`src/rtl/core/assert_macros.svh`:
```
// ---------------------------------------------------------------------------
// assertion macros
// concurrent property checks for the midi file parser, compiled out by
// defining NO_ASSERTIONS
// ---------------------------------------------------------------------------
`ifndef ASSERT_MACROS_SVH
`define ASSERT_MACROS_SVH

`ifndef NO_ASSERTIONS

// property that must hold at every clock edge outside reset
`define MFEP_ASSERT(lbl, clk, rst_n, prop, msg) \
	lbl: assert property (@(posedge clk) disable iff (!rst_n) (prop)) else $error(msg);

// same-cycle implication
`define MFEP_ASSERT_IMP(lbl, clk, rst_n, ante, cons, msg) \
	lbl: assert property (@(posedge clk) disable iff (!rst_n) (ante) |-> (cons)) else $error(msg);

`else

`define MFEP_ASSERT(lbl, clk, rst_n, prop, msg)
`define MFEP_ASSERT_IMP(lbl, clk, rst_n, ante, cons, msg)

`endif

`endif

```
`src/rtl/core/mfep_pkg.sv`:
```
// ---------------------------------------------------------------------------
// mfep_pkg
// types and constants shared by the midi file parser modules
// ---------------------------------------------------------------------------
`timescale 1ns / 1ps

package mfep_pkg;

	typedef enum logic [3:0] {
		PH_IDLE      = 4'd0,
		PH_HDR_ID    = 4'd1,
		PH_HDR_LEN   = 4'd2,
		PH_HDR_SKIP  = 4'd3,
		PH_TRK_ID    = 4'd4,
		PH_TRK_LEN   = 4'd5,
		PH_DELTA     = 4'd6,
		PH_STATUS    = 4'd7,
		PH_NOTE1     = 4'd8,
		PH_NOTE2     = 4'd9,
		PH_CC1       = 4'd10,
		PH_CC2       = 4'd11,
		PH_META_TYPE = 4'd12,
		PH_META_LEN  = 4'd13,
		PH_META_SKIP = 4'd14,
		PH_DONE      = 4'd15
	} phase_t;

	typedef enum logic [2:0] {
		KIND_NOTE_ON  = 3'd0,
		KIND_NOTE_OFF = 3'd1,
		KIND_CC       = 3'd2,
		KIND_TEMPO    = 3'd3,
		KIND_BAD      = 3'd4,
		KIND_END      = 3'd5
	} kind_t;

	localparam logic [7:0] STATUS_META  = 8'hFF;
	localparam logic [7:0] META_TEMPO   = 8'h51;
	localparam logic [3:0] NIB_NOTE_OFF = 4'h8;
	localparam logic [3:0] NIB_NOTE_ON  = 4'h9;
	localparam logic [3:0] NIB_CC       = 4'hB;

	localparam logic [7:0] CHR_M = 8'h4D; // 'M'
	localparam logic [7:0] CHR_T = 8'h54; // 'T'
	localparam logic [7:0] CHR_H = 8'h68; // 'h'
	localparam logic [7:0] CHR_D = 8'h64; // 'd'
	localparam logic [7:0] CHR_R = 8'h72; // 'r'
	localparam logic [7:0] CHR_K = 8'h6B; // 'k'

	typedef struct packed {
		kind_t       event_kind;
		logic [31:0] event_tick;
		logic [3:0]  channel;
		logic [7:0]  note_number;
		logic [7:0]  velocity;
		logic [7:0]  controller;
		logic [7:0]  control_value;
		logic [23:0] tempo_us;
		logic        last_result;
	} result_t;

	// up to two results per byte, second only when the first is there
	typedef struct packed {
		logic    v0;
		logic    v1;
		result_t r0;
		result_t r1;
	} front_push_t;

	// expected chunk id character, "MThd" or "MTrk"
	function automatic logic [7:0] id_char(input logic is_trk, input logic [1:0] idx);
		logic [7:0] c;
		unique case (idx)
			2'd0: c = CHR_M;
			2'd1: c = CHR_T;
			2'd2: c = is_trk ? CHR_R : CHR_H;
			2'd3: c = is_trk ? CHR_K : CHR_D;
		endcase
		return c;
	endfunction

endpackage

```
`src/rtl/core/mfep_front.sv`:
```
// ---------------------------------------------------------------------------
// mfep_front
// byte classifier and parse state machine, one byte per accepted word
// ---------------------------------------------------------------------------
`timescale 1ns / 1ps
`include "assert_macros.svh"

module mfep_front import mfep_pkg::*; (
	input  logic        clk,
	input  logic        arst_n,
	input  logic        accept,
	input  logic [7:0]  data_byte,
	input  logic        first_byte,
	input  logic        last_byte,
	output front_push_t push
);

	phase_t      phase_q;
	logic [1:0]  index_q;
	logic [31:0] accum_q;
	logic [31:0] skip_q;
	logic [31:0] track_q;
	logic [31:0] tick_q;
	logic [7:0]  status_q;
	logic [7:0]  first_data_q;
	logic [7:0]  meta_type_q;
	logic [23:0] tempo_q;

	phase_t      cur_ph;
	phase_t      ph;
	logic [1:0]  bi;
	logic [31:0] fa;
	logic [31:0] sk;
	logic [31:0] tr;
	logic [31:0] tk;
	logic [7:0]  st;
	logic [7:0]  fd;
	logic [7:0]  mt;
	logic [23:0] tp;
	logic        ev_v;
	result_t     ev;
	logic        trunc;
	logic        fin;
	result_t     bad_r;
	result_t     end_r;

	always_comb begin
		if (first_byte) begin
			cur_ph = PH_HDR_ID;
			bi = '0;
			fa = '0;
			sk = '0;
			tr = '0;
			tk = '0;
			st = '0;
			fd = '0;
			mt = '0;
			tp = '0;
		end else begin
			cur_ph = phase_q;
			bi = index_q;
			fa = accum_q;
			sk = skip_q;
			tr = track_q;
			tk = tick_q;
			st = status_q;
			fd = first_data_q;
			mt = meta_type_q;
			tp = tempo_q;
		end
		ph = cur_ph;
		ev_v = 1'b0;
		ev = '0;
		trunc = 1'b0;
		fin = 1'b0;

		if (cur_ph != PH_IDLE) begin
			// every track byte counts against the track length
			if (cur_ph >= PH_DELTA && cur_ph <= PH_META_SKIP && tr != 32'd0)
				tr = tr - 32'd1;

			unique case (cur_ph)
				PH_IDLE, PH_DONE: begin
				end
				PH_HDR_ID, PH_TRK_ID: begin
					if (data_byte != id_char(cur_ph == PH_TRK_ID, bi)) begin
						ev_v = 1'b1;
						ev.event_kind = KIND_BAD;
						ph = PH_DONE;
					end else if (bi == 2'd3) begin
						bi = '0;
						fa = '0;
						ph = (cur_ph == PH_HDR_ID) ? PH_HDR_LEN : PH_TRK_LEN;
					end else begin
						bi = bi + 2'd1;
					end
				end
				PH_HDR_LEN, PH_TRK_LEN: begin
					fa = {fa[23:0], data_byte};
					if (bi == 2'd3) begin
						bi = '0;
						if (cur_ph == PH_HDR_LEN) begin
							sk = fa;
							ph = (fa == 32'd0) ? PH_TRK_ID : PH_HDR_SKIP;
						end else begin
							tr = fa;
							tk = '0;
							ph = (fa == 32'd0) ? PH_DONE : PH_DELTA;
						end
						fa = '0;
					end else begin
						bi = bi + 2'd1;
					end
				end
				PH_HDR_SKIP: begin
					sk = sk - 32'd1;
					if (sk == 32'd0) begin
						bi = '0;
						ph = PH_TRK_ID;
					end
				end
				PH_DELTA: begin
					fa = {fa[24:0], data_byte[6:0]};
					if (!data_byte[7]) begin
						tk = tk + fa;
						fa = '0;
						ph = PH_STATUS;
					end
				end
				PH_STATUS: begin
					st = data_byte;
					if (data_byte == STATUS_META)
						ph = PH_META_TYPE;
					else if (data_byte[7:4] == NIB_NOTE_ON || data_byte[7:4] == NIB_NOTE_OFF)
						ph = PH_NOTE1;
					else if (data_byte[7:4] == NIB_CC)
						ph = PH_CC1;
					else begin
						fa = '0;
						ph = (tr == 32'd0) ? PH_DONE : PH_DELTA;
					end
				end
				PH_NOTE1, PH_CC1: begin
					fd = data_byte;
					ph = (cur_ph == PH_NOTE1) ? PH_NOTE2 : PH_CC2;
				end
				PH_NOTE2: begin
					ev_v = 1'b1;
					ev.event_kind = (st[7:4] == NIB_NOTE_ON) ? KIND_NOTE_ON : KIND_NOTE_OFF;
					ev.event_tick = tk;
					ev.channel = st[3:0];
					ev.note_number = fd;
					ev.velocity = data_byte;
					fa = '0;
					ph = (tr == 32'd0) ? PH_DONE : PH_DELTA;
				end
				PH_CC2: begin
					ev_v = 1'b1;
					ev.event_kind = KIND_CC;
					ev.event_tick = tk;
					ev.channel = st[3:0];
					ev.controller = fd;
					ev.control_value = data_byte;
					fa = '0;
					ph = (tr == 32'd0) ? PH_DONE : PH_DELTA;
				end
				PH_META_TYPE: begin
					mt = data_byte;
					fa = '0;
					ph = PH_META_LEN;
				end
				PH_META_LEN: begin
					fa = {fa[24:0], data_byte[6:0]};
					if (!data_byte[7]) begin
						sk = fa;
						tp = '0;
						// only a full-length tempo meta gets its three bytes captured
						bi = (mt == META_TEMPO && fa >= 32'd3) ? 2'd0 : 2'd3;
						if (fa == 32'd0) begin
							fa = '0;
							ph = (tr == 32'd0) ? PH_DONE : PH_DELTA;
						end else begin
							ph = PH_META_SKIP;
						end
					end
				end
				PH_META_SKIP: begin
					if (bi != 2'd3) begin
						tp = {tp[15:0], data_byte};
						bi = bi + 2'd1;
						if (bi == 2'd3) begin
							ev_v = 1'b1;
							ev.event_kind = KIND_TEMPO;
							ev.event_tick = tk;
							ev.tempo_us = tp;
						end
					end
					sk = sk - 32'd1;
					if (sk == 32'd0) begin
						fa = '0;
						ph = (tr == 32'd0) ? PH_DONE : PH_DELTA;
					end
				end
			endcase

			if (last_byte) begin
				fin = 1'b1;
				trunc = (ph >= PH_HDR_ID && ph <= PH_TRK_LEN);
				ph = PH_IDLE;
				bi = '0;
				fa = '0;
				sk = '0;
				tr = '0;
				tk = '0;
				st = '0;
				fd = '0;
				mt = '0;
				tp = '0;
			end
		end
	end

	always_comb begin
		bad_r = '0;
		bad_r.event_kind = KIND_BAD;
		end_r = '0;
		end_r.event_kind = KIND_END;
		end_r.last_result = 1'b1;

		push.v0 = accept && (ev_v || fin);
		push.v1 = accept && fin && (ev_v || trunc);
		push.r0 = ev_v ? ev : (trunc ? bad_r : end_r);
		push.r0.last_result = !(fin && (ev_v || trunc));
		push.r1 = end_r;
	end

	always_ff @(posedge clk or negedge arst_n) begin
		if (!arst_n) begin
			phase_q <= PH_IDLE;
			index_q <= '0;
			accum_q <= '0;
			skip_q <= '0;
			track_q <= '0;
			tick_q <= '0;
			status_q <= '0;
			first_data_q <= '0;
			meta_type_q <= '0;
			tempo_q <= '0;
		end else if (accept) begin
			phase_q <= ph;
			index_q <= bi;
			accum_q <= fa;
			skip_q <= sk;
			track_q <= tr;
			tick_q <= tk;
			status_q <= st;
			first_data_q <= fd;
			meta_type_q <= mt;
			tempo_q <= tp;
		end
	end

	`MFEP_ASSERT_IMP(a_second_needs_first, clk, arst_n, push.v1, push.v0, "second result without first")
	`MFEP_ASSERT_IMP(a_idle_clean, clk, arst_n, phase_q == PH_IDLE, tick_q == 32'd0 && track_q == 32'd0 && skip_q == 32'd0, "idle parser holds stale counters")

endmodule

```
`src/rtl/core/mfep_result_queue.sv`:
```
// ---------------------------------------------------------------------------
// mfep_result_queue
// result queue with two write slots per cycle and one read, head drives the
// output channel
// ---------------------------------------------------------------------------
`timescale 1ns / 1ps
`include "assert_macros.svh"

module mfep_result_queue import mfep_pkg::*; #(
	parameter int DEPTH = 4
) (
	input  logic        clk,
	input  logic        arst_n,
	input  front_push_t push,
	input  logic        pop,
	output logic        not_ready,
	output logic        head_valid,
	output result_t     head
);

	localparam int PW = $clog2(DEPTH);
	localparam int CW = $clog2(DEPTH + 1);
	localparam logic [PW-1:0] LAST_SLOT = PW'(DEPTH - 1);
	localparam logic [CW-1:0] ROOM_LIMIT = CW'(DEPTH - 2);

	result_t        mem [DEPTH];
	logic [PW-1:0]  wr_ptr_q;
	logic [PW-1:0]  rd_ptr_q;
	logic [CW-1:0]  count_q;
	logic [PW-1:0]  wr_ptr_p1;
	logic [PW-1:0]  wr_ptr_p2;
	logic [PW-1:0]  rd_ptr_p1;

	assign wr_ptr_p1 = (wr_ptr_q == LAST_SLOT) ? '0 : wr_ptr_q + PW'(1);
	assign wr_ptr_p2 = (wr_ptr_p1 == LAST_SLOT) ? '0 : wr_ptr_p1 + PW'(1);
	assign rd_ptr_p1 = (rd_ptr_q == LAST_SLOT) ? '0 : rd_ptr_q + PW'(1);

	// room for two results is kept so any byte can be taken
	assign not_ready = count_q > ROOM_LIMIT;
	assign head_valid = count_q != '0;
	assign head = mem[rd_ptr_q];

	always_ff @(posedge clk) begin
		if (push.v0)
			mem[wr_ptr_q] <= push.r0;
		if (push.v1)
			mem[wr_ptr_p1] <= push.r1;
	end

	always_ff @(posedge clk or negedge arst_n) begin
		if (!arst_n) begin
			wr_ptr_q <= '0;
			rd_ptr_q <= '0;
			count_q <= '0;
		end else begin
			if (push.v1)
				wr_ptr_q <= wr_ptr_p2;
			else if (push.v0)
				wr_ptr_q <= wr_ptr_p1;
			if (pop)
				rd_ptr_q <= rd_ptr_p1;
			count_q <= count_q + CW'(push.v0) + CW'(push.v1) - CW'(pop);
		end
	end

	`MFEP_ASSERT(a_count_bound, clk, arst_n, count_q <= CW'(DEPTH), "queue count beyond depth")
	`MFEP_ASSERT_IMP(a_no_underflow, clk, arst_n, pop, count_q != '0, "pop from empty queue")
	`MFEP_ASSERT_IMP(a_no_overflow, clk, arst_n, push.v1 && !pop, count_q <= ROOM_LIMIT, "double push into full queue")

endmodule

```
`src/rtl/core/midi_file_event_parser_unit.sv`:
```
// ---------------------------------------------------------------------------
// midi_file_event_parser_unit
// standard midi file track parser: header and track chunk checks, delta
// time accumulation, note, control change and tempo event extraction
// ---------------------------------------------------------------------------
// a result is registered into the result queue and reaches the output once the results ahead of it have left
// throughput: one byte per cycle while the result queue has two free slots;
//   results leave one per cycle while out_stall is low, each two-result byte adds
//   one to the fill, so only a run of them stalls the input
// reset: arst_n clears the parse state and empties the queue; the parser
//   then waits for a word with first_byte set
`timescale 1ns / 1ps

module midi_file_event_parser_unit import mfep_pkg::*; #(
	parameter int QUEUE_DEPTH = 4 // result slots, at least 2
) (
	input  logic        clk,
	input  logic        arst_n,
	// input channel, one file byte per word
	input  logic        in_valid,
	output logic        in_stall,
	input  logic [7:0]  data_byte,
	input  logic        first_byte,
	input  logic        last_byte,
	// result channel
	output logic        out_valid,
	input  logic        out_stall,
	output logic [2:0]  event_kind,
	output logic [31:0] event_tick,
	output logic [3:0]  channel,
	output logic [7:0]  note_number,
	output logic [7:0]  velocity,
	output logic [7:0]  controller,
	output logic [7:0]  control_value,
	output logic [23:0] tempo_us,
	output logic        last_result
);

	front_push_t push;
	result_t     head;
	logic        in_accept;
	logic        out_accept;

	// a byte is taken whenever the queue can absorb its worst case of two results
	assign in_accept = in_valid && !in_stall;
	assign out_accept = out_valid && !out_stall;

	// front: parse state machine, classifies each byte and builds results
	mfep_front u_front (
		.clk        (clk),
		.arst_n     (arst_n),
		.accept     (in_accept),
		.data_byte  (data_byte),
		.first_byte (first_byte),
		.last_byte  (last_byte),
		.push       (push)
	);

	// back: result queue, decouples parsing from the consumer's stalls
	mfep_result_queue #(
		.DEPTH (QUEUE_DEPTH)
	) u_queue (
		.clk        (clk),
		.arst_n     (arst_n),
		.push       (push),
		.pop        (out_accept),
		.not_ready  (in_stall),
		.head_valid (out_valid),
		.head       (head)
	);

	// queue head fans out to the result ports
	assign event_kind    = head.event_kind;
	assign event_tick    = head.event_tick;
	assign channel       = head.channel;
	assign note_number   = head.note_number;
	assign velocity      = head.velocity;
	assign controller    = head.controller;
	assign control_value = head.control_value;
	assign tempo_us      = head.tempo_us;
	assign last_result   = head.last_result;

endmodule
```
`config.mk`:
```
export PLATFORM = sky130hd
export DESIGN_NAME = midi_file_event_parser_unit
export DESIGN_NICKNAME = d
export VERILOG_FILES = /design/src/rtl/core/mfep_pkg.sv /design/src/rtl/core/mfep_front.sv /design/src/rtl/core/mfep_result_queue.sv /design/src/rtl/core/midi_file_event_parser_unit.sv
export VERILOG_INCLUDE_DIRS = /design/src /design/src/rtl/core
export SDC_FILE = /design/constraint.sdc
export NUM_CORES = 2
export LEC_CHECK = 0
export BUFFER_PORTS_ARGS = -buffer_cell sky130_fd_sc_hd__buf_2
export CAP_MARGIN = 20
export CORE_MARGIN = 2
export CORE_UTILIZATION = 35
export DETAILED_ROUTE_END_ITERATION = 16
export GPL_ROUTABILITY_DRIVEN = 0
export GPL_TIMING_DRIVEN = 0
export PLACE_DENSITY = 0.55
export SYNTH_ARGS = -nofsm -noshare
export SYNTH_HDL_FRONTEND = slang
export SYNTH_HIERARCHICAL = 1
export SYNTH_SLANG_ARGS = --single-unit
export TNS_END_PERCENT = 10
```
`constraint.sdc`:
```
create_clock -name clk -period 7.9 [get_ports clk]
set_input_delay 1.58 -clock clk [delete_from_list [all_inputs] [get_ports clk]]
set_output_delay 1.58 -clock clk [all_outputs]
set_load 0.05 [all_outputs]
```
# Word level (Yosys, flattened, before mapping)
# Memory sizes are Yosys's and may differ from the RTL's.
# Cells that the tools add are included.
# classes
n_addsub	10
muxes	124
n_eq_ne	29
n_lt_le_gt_ge	6
reduce_logical	31
# op_table
operator	count
$mux W32	33
$pmux W32 S7	1
$mux W24	8
$logic_not A32 Y1	4
$pmux W32 S2	2
$mux W8	14
$mux W96	1
$pmux W32 S3	1
$mux W95	1
$mux W94	1
$mux W4	20
$sub A32 B1 Y32 const B	2
$pmux W24 S2	1
$eq A4 B4 Y1 const B	11
$pmux W4 S10	1
$mux W35	1
$mux W34	1
$add A32 B32 Y32	1
$ge A32 B2 Y1 const B	1
$mux W16	2
$pmux W8 S4	1
$reduce_bool A32 Y1	1
$mux W2	15
$eq A4 B3 Y1 const B	4
31 further kinds	72
# word_totals
out_inout_bits	98
n_memories	1
inputBits	14
mem_bits_rw	384
word_cells	214
regBits	189
# memory_table
memory	words	width	read_ports	rd_clocked_by_memory_dff	write_ports	line_no	source
u_queue.mem	4	96	1	0	2	mfep_result_queue.sv:26	result_t mem [DEPTH];

# Logic depth before layout (Yosys ltp)
# depth
depth_word	21
ltp_mapped	28
depth_no_buf	19

# Cells and area by module
# Netlist, hierarchy kept.
# by_module_without_submodules
module	area_per_inst_um2	seq_area_each_um2	instances	cells_per_inst
mfep_result_queue	18953.2	11706.2	1	978
mfep_front	14191.1	4179.0	1	1884
midi_file_event_parser_unit	27.5	0.0	1	2

# Worst setup path after synthesis
# Ideal clock, no wire load.
# synth_timing
path_kind	input -> register
from	input first_byte
to	memory u_queue/mem[1][0] (netlist bit) (enable)
setup_ns	0.458
arrival_time_ns	9.131
n_path_buf	12
setup_slack_ns	-1.689
path_stages	25
required_time_ns	7.442
cell_sequence	clkbuf_1 -> inv_1 -> clkbuf_1 -> buf_1 -> buf_1 -> clkbuf_1 -> clkbuf_1 -> clkbuf_1 -> buf_1 -> nand2_1 -> ha_1 -> clkbuf_1 -> o21a_1 -> a32o_1 -> or4_4 -> or4_4 -> a22o_1 -> o21ai_0 -> a31oi_1 -> nor2_1 -> buf_4 -> nand2_2 -> buf_6 -> buf_4 -> nand2_1
# synth_rtl
item	line_no	source
start, declared	midi_file_event_parser_unit.sv:23	input logic first_byte,
end, declared	mfep_result_queue.sv:26	

# Worst setup path after layout
# layout_timing
from	input first_byte
to	register u_front.tick_q[31]
# layout_between
elab_chain_cells	7
elab_cells_between_ends	17
classes_between	add/sub: 1; eq/ne: 4; mux: 10; reduce/logical: 2
# layout_rtl
item	line_no	source
parallel branches: the longest is 6 deep, another holds $add A32 B32 Y32	n/a	
$mux W32 *	mfep_front.sv:77	if (cur_ph != PH_IDLE) begin
end signal, assigned	mfep_front.sv:255	tick_q <= tk;
end, declared	mfep_front.sv:23	logic [31:0] tick_q;
# Every way passes the cells marked *.
# A chain may end at the register's enable or synchronous reset.

==> impl_metrics.ini <==
[outcome]
status = completed

[detailed_routing]
route.top_layer_used = met4
drt_drc_violations_left = 0
dr_wl_met2_um = 50600
num_vias = 25000
wl_met1_um = 47200
drt_iter0_markers = 2820
ant_nets = 0
via_per_inst = 5.59
dr_wl_met3_um = 7960
postRouteWirelength_um = 109000
drt_first_pass_iters = 6
wire_per_inst_um = 24.5

[synthesis]
synthesis.area_per_instance_um2 = 11.6
netlist.area_leader.share_pct = 34.8
yosysWarningCount = 6
synth_area_um2 = 33200
async_set_or_reset_register_ratio_after_synthesis_pct = 31.2
synth_top_area_cell = sky130_fd_sc_hd__edfxtp_1
netlist_instances = 2864
yosys_register_bits = 558
dominant_register_cell_in_the_synthesized_netlist = sky130_fd_sc_hd__edfxtp_1
synth_cell_type_count = 84
seq_area_frac_synth_pct = 47.9
yosys-top-cells-area = sky130_fd_sc_hd__edfxtp_1 35%, sky130_fd_sc_hd__dfrtp_1 13%, sky130_fd_sc_hd__mux2_2 9.3%
synth_enable_flop_cells = 384

[setup_path]
critPathMostFrequentCell = sky130_fd_sc_hd__clkbuf_2
timing.critical_path.slowest_cell_delay_ns = 0.62
critical_path_required_ns = 8.44
cp_slowest_cell = sky130_fd_sc_hd__o311ai_0
timing.setup.critical_path_class = primary input to flop
critical_path.max_fanout = 10
worst-endpoint-arrival_ns = 8.39
end_kind = flop
worst_setup_path_start_kind = primary input
crit_chain = buf_2 -> clkbuf_4 -> clkbuf_2 -> clkbuf_2 -> clkbuf_2 -> buf_1 -> clkbuf_2 -> clkbuf_1 -> nor2b_1 -> ha_1 -> and3_1 -> and3_1 -> nand4_1 -> o311ai_0 -> nand2_1 -> o2111ai_1 -> a21oi_1 -> xor2_1 -> o41a_1 -> o22a_1

[clock_tree]
clock_slew_at_the_register_clock_pins_of_the_worst_setup_and_hold_paths_ns = 0.06
clock_tree.root_cell = sky130_fd_sc_hd__clkbuf_16
clk-insertion-delay-late_ns = 0.66
cts_hold_buf = 0
tritoncts_num_sinks = 558
cts_max_level = 2
tritoncts_clock_tree = yes
cts_buffers = 61
ctsLongestPathBuffers = 3

[power]
p_per_area_nw_per_um2 = 339
p_int_w = 0.00732
power.clock.fraction_pct = 22.8
switching_power_w = 0.00569
p_sw_share_pct = 43.7
share_seq_of_total_power_pct = 29.2
power.leakage_nw = 16.1
power_frac_comb_pct = 48.0
power.ir.vdd_worst_mv = 0.204

[final_layout]
most-common-layout-cells = 384 x sky130_fd_sc_hd__edfxtp_1, 274 x sky130_fd_sc_hd__mux2_2, 235 x sky130_fd_sc_hd__nand2_1
finalInstanceArea_um2 = 38300
fraction_of_final_layout_cells_sized_beyond_drive_strength_1_pct = 25.5
syn_to_final_growth_pct = 15.5
layout_commonest_cell = sky130_fd_sc_hd__edfxtp_1
num-nets-final = 3222

[placed_design]
post-place-ws_ns = -4.23
place_area_um2 = 35900
dp_hpwl_um = 73100
placement.io_buffers = 111

[die]
die_w_um = 312
placeableCoreArea_um2 = 93600
die_h_um = 312
core.rowCount = 112
die_area_um2 = 97300
boundaryPins = 112
floorplan.initialDensity_pct = 35.4

[timing]
hold_viol_final = 0
layout_setup_ws_ns = 0.0537
slew_violations = 0
timing.final.crit_period_ns = 7.85
timing.final.setup_violations = 0
fin_worst_hold_slack_ns = 0.475
max_clock_freq_ghz = 0.127
timing.final.crit_share_pct = 99.3
final.setup_skew_ns = 0.0332
timing.max_slew.rel_slack_pct = 23.6
fin_tns_setup_ns = 0
measured_slew_at_the_worst_slew_check_pin_ns = 1.14

[global_routing]
grt_start_max_net_pins = 108
grt_pass1_wl_um = 163000
number_of_global_route_vias_before_repair = 24600
grt_util_all_layers_pct = 22.2
antenna_found_initial = 2
gr-total-overflow = 0

[flow_run]
drv.max_cap_violation_count = 0

[hold_path]
worst_hold_path_type = flop to flop
## synthesized netlist by cell type (24+ instances only)
master / instances
sky130_fd_sc_hd__edfxtp_1: 384
sky130_fd_sc_hd__mux2_2: 274
sky130_fd_sc_hd__nand2_1: 239
sky130_fd_sc_hd__o21ai_0: 182
sky130_fd_sc_hd__dfrtp_1: 174
sky130_fd_sc_hd__nor2_1: 139
sky130_fd_sc_hd__clkbuf_1: 125
sky130_fd_sc_hd__mux2_1: 116
sky130_fd_sc_hd__buf_4: 111
sky130_fd_sc_hd__a21oi_1: 108
sky130_fd_sc_hd__mux4_2: 96
sky130_fd_sc_hd__nor2b_1: 78
sky130_fd_sc_hd__nor3_1: 63
sky130_fd_sc_hd__inv_1: 56
sky130_fd_sc_hd__and3_1: 54
sky130_fd_sc_hd__ha_1: 50
sky130_fd_sc_hd__nand3_1: 40
sky130_fd_sc_hd__a22oi_1: 38
sky130_fd_sc_hd__buf_2: 33
sky130_fd_sc_hd__nor4_1: 33
sky130_fd_sc_hd__a21o_1: 30
sky130_fd_sc_hd__a22o_1: 28
sky130_fd_sc_hd__xnor2_1: 27
sky130_fd_sc_hd__o31ai_1: 24
## routing by layer
| layer | up-vias | track usage, % |
|---|---|---|
| met4 | 0 | 7.01 |
| li1 | 11300 | - |
| met1 | 12400 | 30.7 |
| met5 | - | 0 |
| met3 | 207 | 3.74 |
| met2 | 1074 | 35.4 |
## power by group through the flow
stage	Sequential, W	Clock (W)	Combinational (W)
finish	0.00380	0.00296	0.00625
floorplan	0.00377	0	0.00440
global placement	0.00386	0	0.00600
global route	0.00384	0.00313	0.00663
detailed placement	0.00385	0	0.00604
CTS	0.00379	0.00302	0.00616
## path summary, 6_finish.rpt
kind,start,to,slack [ns],depth (start not counted)
setup reg to reg,u_front/track_q[8]$_DFFE_PN0P_,u_queue/mem[2][20]$_DFFE_PP_,1.17,18
min in group asynchronous,arst_n,u_front/skip_q[17]$_DFFE_PN0P_,0.88,1
setup / recovery,first_byte,u_front/tick_q[31]$_DFFE_PN0P_,0.05,20
hold reg to reg,u_front/meta_type_q[5]$_DFFE_PN0P_,u_front/meta_type_q[5]$_DFFE_PN0P_,0.47,2
hold / removal,u_front/meta_type_q[5]$_DFFE_PN0P_,u_front/meta_type_q[5]$_DFFE_PN0P_,0.47,2
max in group asynchronous,arst_n,u_queue/wr_ptr_q[1]$_DFFE_PN0P_,6.01,2
## layout make-up
cell class / instances / area [um2]
Fill cell: 8986 / 55300
Multi-Input combinational cell: 2050 / 15900
Sequential cell: 558 / 15900
Buffer: 298 / 1780
Clock buffer: 72 / 1620
Tap cell: 1254 / 1570
Timing Repair Buffer: 127 / 861
Clock inverter: 44 / 434
Inverter: 59 / 221
Antenna cell: 1 / 2.50
## stage by stage
step / util (%) / power [W] / std cells
after floorplan: - / 0.00817 / 2958
after global placement: 38.1 / 0.00986 / 4323
after detailed placement: 38.3 / 0.00989 / 4331
after CTS: 40.9 / 0.0130 / 4461
after global routing: 40.9 / 0.0136 / 4462
final: 40.9 / 0.0130 / 4463
## kinds of logic (layout without fill, tap and decap cells)
logic type | after synthesis | count (layout) | share of synthesized area, %
other cells | 2 | 97 | 0.0226
mux | 499 | 499 | 20.1
compound gates | 566 | 566 | 11.0
xor+xnor | 49 | 49 | 1.29
flops | 558 | 558 | 47.9
simple gates | 778 | 787 | 11.8
buf+inv | 359 | 600 | 5.82
fa+ha+maj | 53 | 53 | 2.07
## repair_timing
action | 4_1_cts | 5_1_grt
setup endpoints to repair | 875 | 691
buffers inserted | 2 | 0
resized for setup | 41 | 19
pin swaps | 7 | 0
cloned | 13 | 0
## sequential cells by signal, indices dropped and copies added, names as in the netlist, 3 cells and up
register              cells
u_front/accum_q          25
u_queue/mem             384
u_queue/count_q           3
u_front/phase_q           4
u_front/meta_type_q       8
u_front/status_q          8
u_front/tick_q           32
u_front/tempo_q          16
u_front/first_data_q      8
u_front/track_q          32
u_front/skip_q           32
## critical path: cells and delay by family
kind	cells	cell delay, ns
compound gates	5	1.75
fa+ha+maj	1	0.49
xor+xnor	1	0.18
simple gates	5	1.21
buf+inv	8	3.17
(Power assumes the default switching activity.)
